**src/rtl/wmpc_pkg.sv**
```systemverilog
// Shared constants for the window maximum point counter.
// No dependencies.
package wmpc_pkg;

    localparam int POS_W   = 32;  // point position, two's complement
    localparam int SPAN_W  = 31;  // span register
    localparam int THR_W   = POS_W + 1;  // exact position minus span
    localparam int OCNT_W  = 7;   // count fields on the result item
    localparam int S_DATA_W = POS_W;
    localparam int M_DATA_W = 16; // covered, best, overflow, zero pad

endpackage

```
**src/rtl/wmpc_ram.sv**
```systemverilog
// Generic simple dual-port RAM, one write port, one registered read port.
// No dependencies. Read data holds while no read is issued.
module wmpc_ram #(
    parameter int WIDTH = 32,
    parameter int DEPTH = 64
) (
    input  logic                     aclk,
    input  logic                     wr_en,
    input  logic [$clog2(DEPTH)-1:0] wr_addr,
    input  logic [WIDTH-1:0]         wr_data,
    input  logic                     rd_en,
    input  logic [$clog2(DEPTH)-1:0] rd_addr,
    output logic [WIDTH-1:0]         rd_data
);

    logic [WIDTH-1:0] mem [DEPTH];
    logic [WIDTH-1:0] rd_data_reg;

    always_ff @(posedge aclk) begin
        if (wr_en) begin
            mem[wr_addr] <= wr_data;
        end
        if (rd_en) begin
            rd_data_reg <= mem[rd_addr];
        end
    end

    assign rd_data = rd_data_reg;

endmodule

```
**src/rtl/window_max_point_count.sv**
```systemverilog
// After accepting an input item the block evicts stored points below position - span
// (one RAM read per cycle while evicting), then, once the output register is free,
// stores the point and registers the result; no new item is accepted until then.
// Reset (aresetn, synchronous): empty window, maximum, overflow and span zero.
// Depends on wmpc_pkg and wmpc_ram.
module window_max_point_count #(
    parameter int WINDOW_DEPTH = 64
) (
    input  logic                           aclk,
    input  logic                           aresetn,
    input  logic                           cfg_valid,
    output logic                           cfg_ready,
    input  logic [wmpc_pkg::SPAN_W-1:0]    cfg_data,    // cord_span
    input  logic                           s_tvalid,
    output logic                           s_tready,
    input  logic [wmpc_pkg::S_DATA_W-1:0]  s_tdata,     // [31:0] position
    input  logic                           s_tuser,     // [0] first
    output logic                           m_tvalid,
    input  logic                           m_tready,
    output logic [wmpc_pkg::M_DATA_W-1:0]  m_tdata      // [6:0] covered_now,
                                                        // [13:7] best_so_far,
                                                        // [14] overflow, [15] 0
);
    import wmpc_pkg::*;

    localparam int IDX_W = $clog2(WINDOW_DEPTH);
    localparam int CNT_W = $clog2(WINDOW_DEPTH + 1);
    localparam int SUM_W = CNT_W + 1;
    localparam logic [CNT_W-1:0] DEPTH_CNT = CNT_W'(WINDOW_DEPTH);
    localparam logic [SUM_W-1:0] DEPTH_SUM = SUM_W'(WINDOW_DEPTH);
    localparam logic [IDX_W-1:0] LAST_IDX  = IDX_W'(WINDOW_DEPTH - 1);

    typedef enum logic [1:0] {
        ST_IDLE,
        ST_EVICT
    } state_t;

    state_t              state_reg;
    logic [SPAN_W-1:0]   span_reg;
    logic [POS_W-1:0]    pos_reg;
    logic [THR_W-1:0]    thr_reg;
    logic [IDX_W-1:0]    oldest_reg;
    logic [CNT_W-1:0]    occ_reg;
    logic [CNT_W-1:0]    best_reg;
    logic                ovf_reg;
    logic                m_valid_reg;
    logic [M_DATA_W-1:0] m_data_reg;

    logic                in_acc;
    logic                out_free;
    logic [THR_W-1:0]    thr_in;
    logic [POS_W-1:0]    rd_data;
    logic                rd_en;
    logic [IDX_W-1:0]    rd_addr;
    logic                below;
    logic                evict;
    logic                finish;
    logic [IDX_W-1:0]    oldest_nxt;
    logic                full;
    logic [IDX_W-1:0]    oldest_f;
    logic [CNT_W-1:0]    occ_f;
    logic [SUM_W-1:0]    slot_sum;
    logic [IDX_W-1:0]    wr_addr;
    logic [CNT_W-1:0]    occ_next;
    logic [CNT_W-1:0]    best_next;
    logic                ovf_next;

    assign cfg_ready = 1'b1;
    assign s_tready  = (state_reg == ST_IDLE);
    assign in_acc    = s_tvalid && s_tready;
    assign out_free  = !m_valid_reg || m_tready;
    assign m_tvalid  = m_valid_reg;
    assign m_tdata   = m_data_reg;

    assign thr_in = $signed({s_tdata[POS_W-1], s_tdata}) - $signed({2'b00, span_reg});

    assign oldest_nxt = (oldest_reg == LAST_IDX) ? '0 : oldest_reg + 1'b1;

    assign below  = $signed({rd_data[POS_W-1], rd_data}) < $signed(thr_reg);
    assign evict  = (state_reg == ST_EVICT) && (occ_reg != '0) && below;
    assign finish = (state_reg == ST_EVICT) && !evict && out_free;

    // Store full after eviction: drop the oldest point
    assign full      = (occ_reg == DEPTH_CNT);
    assign oldest_f  = full ? oldest_nxt : oldest_reg;
    assign occ_f     = full ? DEPTH_CNT - 1'b1 : occ_reg;
    assign slot_sum  = SUM_W'(oldest_f) + SUM_W'(occ_f);
    assign wr_addr   = (slot_sum >= DEPTH_SUM) ? IDX_W'(slot_sum - DEPTH_SUM)
                                               : IDX_W'(slot_sum);
    assign occ_next  = occ_f + 1'b1;
    assign best_next = (occ_next > best_reg) ? occ_next : best_reg;
    assign ovf_next  = ovf_reg | full;

    always_comb begin
        rd_en   = 1'b0;
        rd_addr = oldest_reg;
        if (in_acc) begin
            rd_en   = 1'b1;
            rd_addr = s_tuser ? '0 : oldest_reg;
        end else if (evict) begin
            rd_en   = 1'b1;
            rd_addr = oldest_nxt;
        end
    end

    wmpc_ram #(
        .WIDTH (POS_W),
        .DEPTH (WINDOW_DEPTH)
    ) u_store (
        .aclk    (aclk),
        .wr_en   (finish),
        .wr_addr (wr_addr),
        .wr_data (pos_reg),
        .rd_en   (rd_en),
        .rd_addr (rd_addr),
        .rd_data (rd_data)
    );

    always_ff @(posedge aclk) begin
        if (!aresetn) begin
            state_reg   <= ST_IDLE;
            span_reg    <= '0;
            oldest_reg  <= '0;
            occ_reg     <= '0;
            best_reg    <= '0;
            ovf_reg     <= 1'b0;
            m_valid_reg <= 1'b0;
        end else begin
            if (cfg_valid && cfg_ready) begin
                span_reg <= cfg_data;
            end
            if (m_valid_reg && m_tready && !finish) begin
                m_valid_reg <= 1'b0;
            end
            unique case (state_reg)
                ST_IDLE: begin
                    if (in_acc) begin
                        pos_reg   <= s_tdata;
                        thr_reg   <= thr_in;
                        state_reg <= ST_EVICT;
                        if (s_tuser) begin
                            oldest_reg <= '0;
                            occ_reg    <= '0;
                            best_reg   <= '0;
                            ovf_reg    <= 1'b0;
                        end
                    end
                end
                ST_EVICT: begin
                    if (evict) begin
                        oldest_reg <= oldest_nxt;
                        occ_reg    <= occ_reg - 1'b1;
                    end else if (finish) begin
                        oldest_reg  <= oldest_f;
                        occ_reg     <= occ_next;
                        best_reg    <= best_next;
                        ovf_reg     <= ovf_next;
                        m_valid_reg <= 1'b1;
                        m_data_reg  <= {1'b0, ovf_next, OCNT_W'(best_next),
                                        OCNT_W'(occ_next)};
                        state_reg   <= ST_IDLE;
                    end
                end
                default: begin
                    state_reg <= ST_IDLE;
                end
            endcase
        end
    end

endmodule

```
**config.mk**
```make
export PLATFORM = sky130hd
export DESIGN_NAME = window_max_point_count
export DESIGN_NICKNAME = d
export VERILOG_FILES = /design/src/rtl/wmpc_pkg.sv /design/src/rtl/wmpc_ram.sv /design/src/rtl/window_max_point_count.sv
export SDC_FILE = /design/constraint.sdc
export NUM_CORES = 2
export LEC_CHECK = 0
export BUFFER_PORTS_ARGS = -buffer_cell sky130_fd_sc_hd__buf_4
export CAP_MARGIN = 10
export CORE_ASPECT_RATIO = 1.25
export CORE_MARGIN = 1
export CORE_UTILIZATION = 55
export CTS_BUF_LIST = sky130_fd_sc_hd__clkbuf_8
export DETAILED_ROUTE_END_ITERATION = 6
export PLACE_DENSITY = 0.71
export SYNTH_ARGS = -nofsm -noshare
export SYNTH_HDL_FRONTEND = slang
export SYNTH_SLANG_ARGS = --single-unit
```
**constraint.sdc**
```tcl
create_clock -name aclk -period 6.41 [get_ports aclk]
set_clock_uncertainty 0.15 [all_clocks]
set_input_delay 1.282 -clock aclk [delete_from_list [all_inputs] [get_ports aclk]]
set_output_delay 1.282 -clock aclk [all_outputs]
set_load 0.01 [all_outputs]
```
---- Yosys cells after proc, flatten, opt, wreduce, memory -nomap -nowiden ----
Memories as Yosys holds them, arrays and structs flattened. A register that Yosys moved wholly into a read port is not among the register bits.
Cells that the tools add are included.
storage, ports and cells
  register bits ........................... 135
  memory bits (writable) .................. 2048
  input port bits ......................... 69
  output and inout bits ................... 19
  word-level logic and storage cells ...... 87
  memories kept ........................... 1
cells by class
  add/subtract/negate cells ............... 6
  order comparisons ....................... 3
  eq/ne operators ......................... 8
  mux-type cells .......................... 37
  bitwise gates (word level) .............. 2
  reduce and logical (&&, ||, !) cells .... 20
memory list
  name         depth  width  rd ports  clocked after memory_dff  write ports  line            text
  u_store.mem  64     32     1         1                         1            wmpc_ram.sv:16  logic [WIDTH-1:0] mem [DEPTH];
operator list
  operator               count
  $mux W7                8
  $mux W6                9
  $lt A32 B33 Y1         1
  $sub A32 B32 Y33       1
  $pmux W7 S2            2
  $mux W1                12
  $pmux W6 S2            1
  $reduce_and A3 Y1      3
  $add A6 B7 Y8          1
  $ge A8 B7 Y1 const B   1
  $reduce_and A4 Y1      2
  $add A7 B1 Y7 const B  1
  $eq A7 B7 Y1 const B   1
  $gt A7 B7 Y1           1
  $logic_and A1 B1 Y1    7
  $reduce_bool A7 Y1     1
  $sub A7 B1 Y7 const B  1
  $add A6 B1 Y6 const B  1
  $eq A6 B6 Y1 const B   1
  $mux W2                3
  $sub A6 B1 Y6 const B  1
  $reduce_and A5 Y1      1
  $ne A2 B1 Y1 const B   2
  $ne A2 B2 Y1 const B   2
  other kinds (10)       12

---- Depth between registers and ports, before layout ----
  depth in word-level cells ............... 12
  mapped depth ............................ 21
  depth with buffers taken out ............ 16

---- Cells and area by module ----
From an unflattened synthesis, not the netlist that was laid out.
second synthesis, totals
  cell total of the unflattened synthesis .. 4115
  area total of the unflattened synthesis .. 86683.1 µm²
by module, submodules not included
  module                  times used  cells an instance  area each (µm²)  seq. area each (µm²)
  wmpc_ram                1           3324               78835.6          62459.9
  window_max_point_count  1           791                7847.5           3483.3

---- Worst setup path before layout ----
OpenSTA, ideal clock, no wires.
  path kind ............................... register to register
  start point ............................. reg u_store.rd_data_reg[31] (netlist: u_store.rd_data[31]) (read register of u_store.mem)
  end point ............................... mem u_store.mem[47][0] (enable)
  setup time .............................. 421 ps
  arrival time ............................ 4403 ps
  data required time ...................... 5839 ps
  slack ................................... 1436 ps
  cell stages (with the launch flop) ...... 13
  buffers on the path ..................... 3
  period minus slack after synthesis ...... 4974 ps
  cell sequence ........................... edfxtp_1 > ha_1 > nand3_1 > or4_1 > o21bai_2 > o31ai_2 > a21o_1 > buf_6 > clkbuf_1 > nor2_1 > clkbuf_1 > nand4_1 > nor2_1
between the ends
  cells in the longest elaborated chain, start to end .. 7
ends and longest elaborated chain
  what                               line                          text
  start, declared                    wmpc_ram.sv:17                logic [WIDTH-1:0] rd_data_reg;
  $lt A32 B33 Y1                     window_max_point_count.sv:79  assign below = $signed({rd_data[POS_W-1], rd_data}) < $signed(thr_reg);
  $logic_and A1 B1 Y1                window_max_point_count.sv:80  assign evict = (state_reg == ST_EVICT) && (occ_reg != '0) && below;
  $logic_not A1 Y1                   window_max_point_count.sv:81  assign finish = (state_reg == ST_EVICT) && !evict && out_free;
  $logic_and A1 B1 Y1 (2 in series)  window_max_point_count.sv:81
  $mux W1                            wmpc_ram.sv:20                if (wr_en) begin
  $mux W1 (not written as such)      wmpc_ram.sv:21                mem[wr_addr] <= wr_data;
  end, declared                      wmpc_ram.sv:16
Every way passes these cells.

---- Worst setup path in the final report ----
  start point ............................. reg u_store.rd_data_reg[8] (netlist: u_store.rd_data[8]) (read register of u_store.mem)
  end point ............................... reg u_store.rd_data_reg[2] (netlist: u_store.rd_data[2]) (read register of u_store.mem), data pin
between the ends
  cells in the longest elaborated chain, start to end .. 4
  elaborated cells on any way between the ends .. 6
  classes of those cells .................. order compare (1); mux (4); reduce/logical (1)
ends and longest elaborated chain
  what                                line                           text
  $lt A32 B33 Y1 *                    window_max_point_count.sv:79
  $logic_and A1 B1 Y1 *               window_max_point_count.sv:80
  $mux W6 or $mux W1 (tied branches)  window_max_point_count.sv:100  end else if (evict) begin
  $mux W6 or $mux W1 (tied branches)  window_max_point_count.sv:97   if (in_acc) begin
Every way passes the cells marked *; elsewhere a longest branch is shown, timed or not.
A chain may end at the register's enable or synchronous reset.

==> metrics.md <==
| Metric | Value |
|---|---|
| Core box area | 162,000 um2 |
| Overall Power | 32.2 mW |
| Largest cells by area after synthesis | edfxtp_1 (72%), nand2_1 (8.3%), nand3_1 (4.0%) |
| Die Y | 454 um |
| Mapped Avg Cell Area | 13.0 um2 |
| Dominant synthesized flop cell | edfxtp_1 |
| Power share of the clock group | 0.327 |
| Cell Pwr Density | 318 nW/um2 |
| CTS buffer count | 334 |
| Final nets | 7,414 |
| Detailed-route wire length per cell | 28.4 um |
| Port buffer count | 85 |
| Buffers inserted by post-CTS timing repair | 0 |
| CTS H-tree lvls | 5 |
| Critical path fanouts, max | 34 |
| Yosys warns | 0 |
| # IOs | 88 |
| Final WS setup | 0.154 ns |
| Async SR Flop Fraction | 0 |
| Clock Pin Slew Worst Setup and Hold Paths | 0.07 ns |
| Clock Sink Count | 2,214 |
| CTS Hold Bufs | 0 |
| Post-cts gate resize count | 0 |
| Skew-Pair Late Insertion Delay | 1.07 ns |
| HP Class | input port to register |
| Arrival time at the worst endpoint | 6.87 ns |
| Setup TNS | 0 ns |
| Max Cap Viol | 0 |
| Die Area | 165,000 um2 |
| Sequential share of the synthesized area | 0.732 |
| DRT Pass-1 Iters | 7 |
| Failing checks | design-rule violations |
| Switching power | 9.13 mW |
| Hold Vio Cnt, Final | 0 |
| CP endpoint kind | register |
| TritonCTS clock tree | done |
| Worst Path Required | 7.03 ns |
| DP Wirelength | 161,000 um |
| Synth Net Count | 7,103 |
| Vias | 62,200 |
| Die Width | 364 um |
| Worst vdd ir | 0.273 mV |
| Max Fclk | 160 MHz |
| Post-place instance area | 95,500 um2 |
| Number of cell rows | 165 |
| First-pass GRT wire length | 396,000 um |
| Status | complete, but fails checks |
| Cells after DPL | 9,099 |
| # fillers | 11,900 |
| Total leakage power | 35.8 nW |
| Synth Register Bits | 2,214 |
| DRC viols | 5 |
| Largest net degree at the start of global routing | 76 |
| WS Path Type | register to register |
| Sequential power share | 0.506 |
| Unrepaired setup endpoints after global routing | no |
| Layout cells sized above 1 | 0.120 |
| Placer Congestion | 0.952 |
| Sw frac | 0.283 |
| Min Tclk post-route | 6.26 ns |
| Initial Utilization | 0.555 |
| Synth area leader | edfxtp_1 |
| Initial antenna violation count | 8 |
| Worst Tran Pin Value | 1.10 ns |
| Final-report max-slew violation count | 0 |
| DRT iter0 DRCs | 10,500 |
| # setup viols final | 0 |
| Congestion Overflow GR | 0 |
| Detail Route Antenna Nets | 0 |
| Drt via density | 6.43 |
| Post-Syn Area | 90,100 um2 |
| Pre-CTS WS | 0.502 ns |
| Total wire length | 275,000 um |
| Number of global-route vias before repair | 59,300 |
| Int Pwr | 23.1 mW |
| Fin crit share | 0.976 |
| Synth cell types | 76 |
| Non-Filler Instances | 9,671 |
| Startpoint Class | register |
| EDFF count, synth | 2,160 |
| Synth Instances | 6,954 |
| Max-Slew Margin vs Limit | 0.265 |
| Non-Filler Cell Area, Final | 101,000 um2 |
| Area grow syn2layout | 12.5% |
| Max Buffers Root-to-Sink | 4 |
| Logic pwr share | 0.168 |
| Clock root cell | clkbuf_8 |
| Total GRT Usage | 0.330 |
| Top-area cell type share of the netlist area | 0.720 |
| Max FFs per register | 2,048 |
==> through the flow <==
stage,util,hold slack [ns]
CTS,0.625,0.202
finish,0.625,0.273
global placement,0.589,0.286
global route,0.625,0.226
detailed placement,0.589,0.289
floorplan,-,0.277
==> power by group through the flow <==
stage          logic (mW)  registers (mW)  clock network, mW
6_report             5.41            16.3               10.5
5_1_grt              5.77            16.3               11.1
4_1_cts              5.29            16.3               10.6
3_5_place_dp         5.26            16.6                  0
3_3_place_gp         5.18            16.6                  0
2_1_floorplan        3.13            16.6                  0
==> worst max-delay path, stage by stage (launching register included) <==
cell and delay [ns]:
edfxtp_1 0.50, ha_1 0.36, nand3_1 0.12, nor3_1 0.21
o31ai_1 0.13, a31oi_1 0.56, o31ai_2 0.20, a211oi_1 0.56
a221o_4 0.72, buf_12 0.33, buf_12 0.23, nand2_1 0.09
nand3_1 0.08, a31oi_1 0.15, a32oi_1 0.52, nand4_1 0.33
o21ai_1 0.71
==> worst paths after layout <==
check	slack, ns	cells past startpoint	to	startpoint
min	0.27	1	pos_reg[0]	s_tdata[0]
max	0.15	16	u_store.rd_data[2]	u_store.rd_data[8]
min reg2reg	0.30	2	ovf_reg	ovf_reg
max reg2reg	0.15	16	u_store.rd_data[2]	u_store.rd_data[8]
==> metal layers <==
| layer | vias up | global-route usage | share of wire |
|---|---|---|---|
| li1 | 26300 | - | - |
| met1 | 30200 | 0.439 | 0.36 |
| met2 | 4740 | 0.506 | 0.45 |
| met3 | 913 | 0.0769 | 0.13 |
| met4 | 4 | 0.178 | 0.059 |
| met5 | - | 0 | 0.000058 |
==> synthesized netlist by cell type, types with 16 or more instances <==
master	number
nor3_1	22
clkbuf_1	117
mux2i_1	64
dfxtp_1	54
nor2b_1	52
a311oi_1	205
buf_1	68
edfxtp_1	2160
nand2_1	1993
inv_1	85
a211oi_1	51
o22ai_1	46
a21o_1	30
xnor2_1	27
a21oi_1	105
o21ai_0	76
buf_2	231
nand4_1	25
ha_1	78
a31oi_1	157
xor2_1	16
nand3_1	715
nor2_1	140
and3_1	224
==> final cells by class <==
class                           instances  area [um2]  area share
Timing Repair Buffer                  419        4290      0.0424
Tap cell                             2171        2720      0.0268
Inverter                               86         323     0.00318
Sequential cell                      2214       65900       0.651
Antenna cell                            5        12.5    0.000123
Multi-Input combinational cell       4210       22300       0.220
Clock buffer                          343        4720      0.0466
Clock inverter                        223        1080      0.0107
==> cells by family (layout without fill, tap and decap cells) <==
family,count (synthesis),in the layout,share of synthesized area
multiplexers,69,69,0.00774
AND/OR/NAND/NOR,3223,3223,0.155
other,2,7,0.0000834
AO/OA/AOI/OAI,793,793,0.0628
flip-flops,2214,2214,0.732
buffers and inverters,530,1071,0.0270
adder cells (fa/ha/maj),80,80,0.0113
XOR/XNOR,43,43,0.00418
==> placed cells by master, fill, tap and decap left out, drive strengths merged, types with 108 or more instances in the layout <==
master and count:
a311oi 205, a31oi 157, and3 224, buf 418, clkbuf 344, clkinv 108
edfxtp 2160, inv 189, nand2 1993, nand3 715, nor2 140
(Power assumes the default switching activity.)
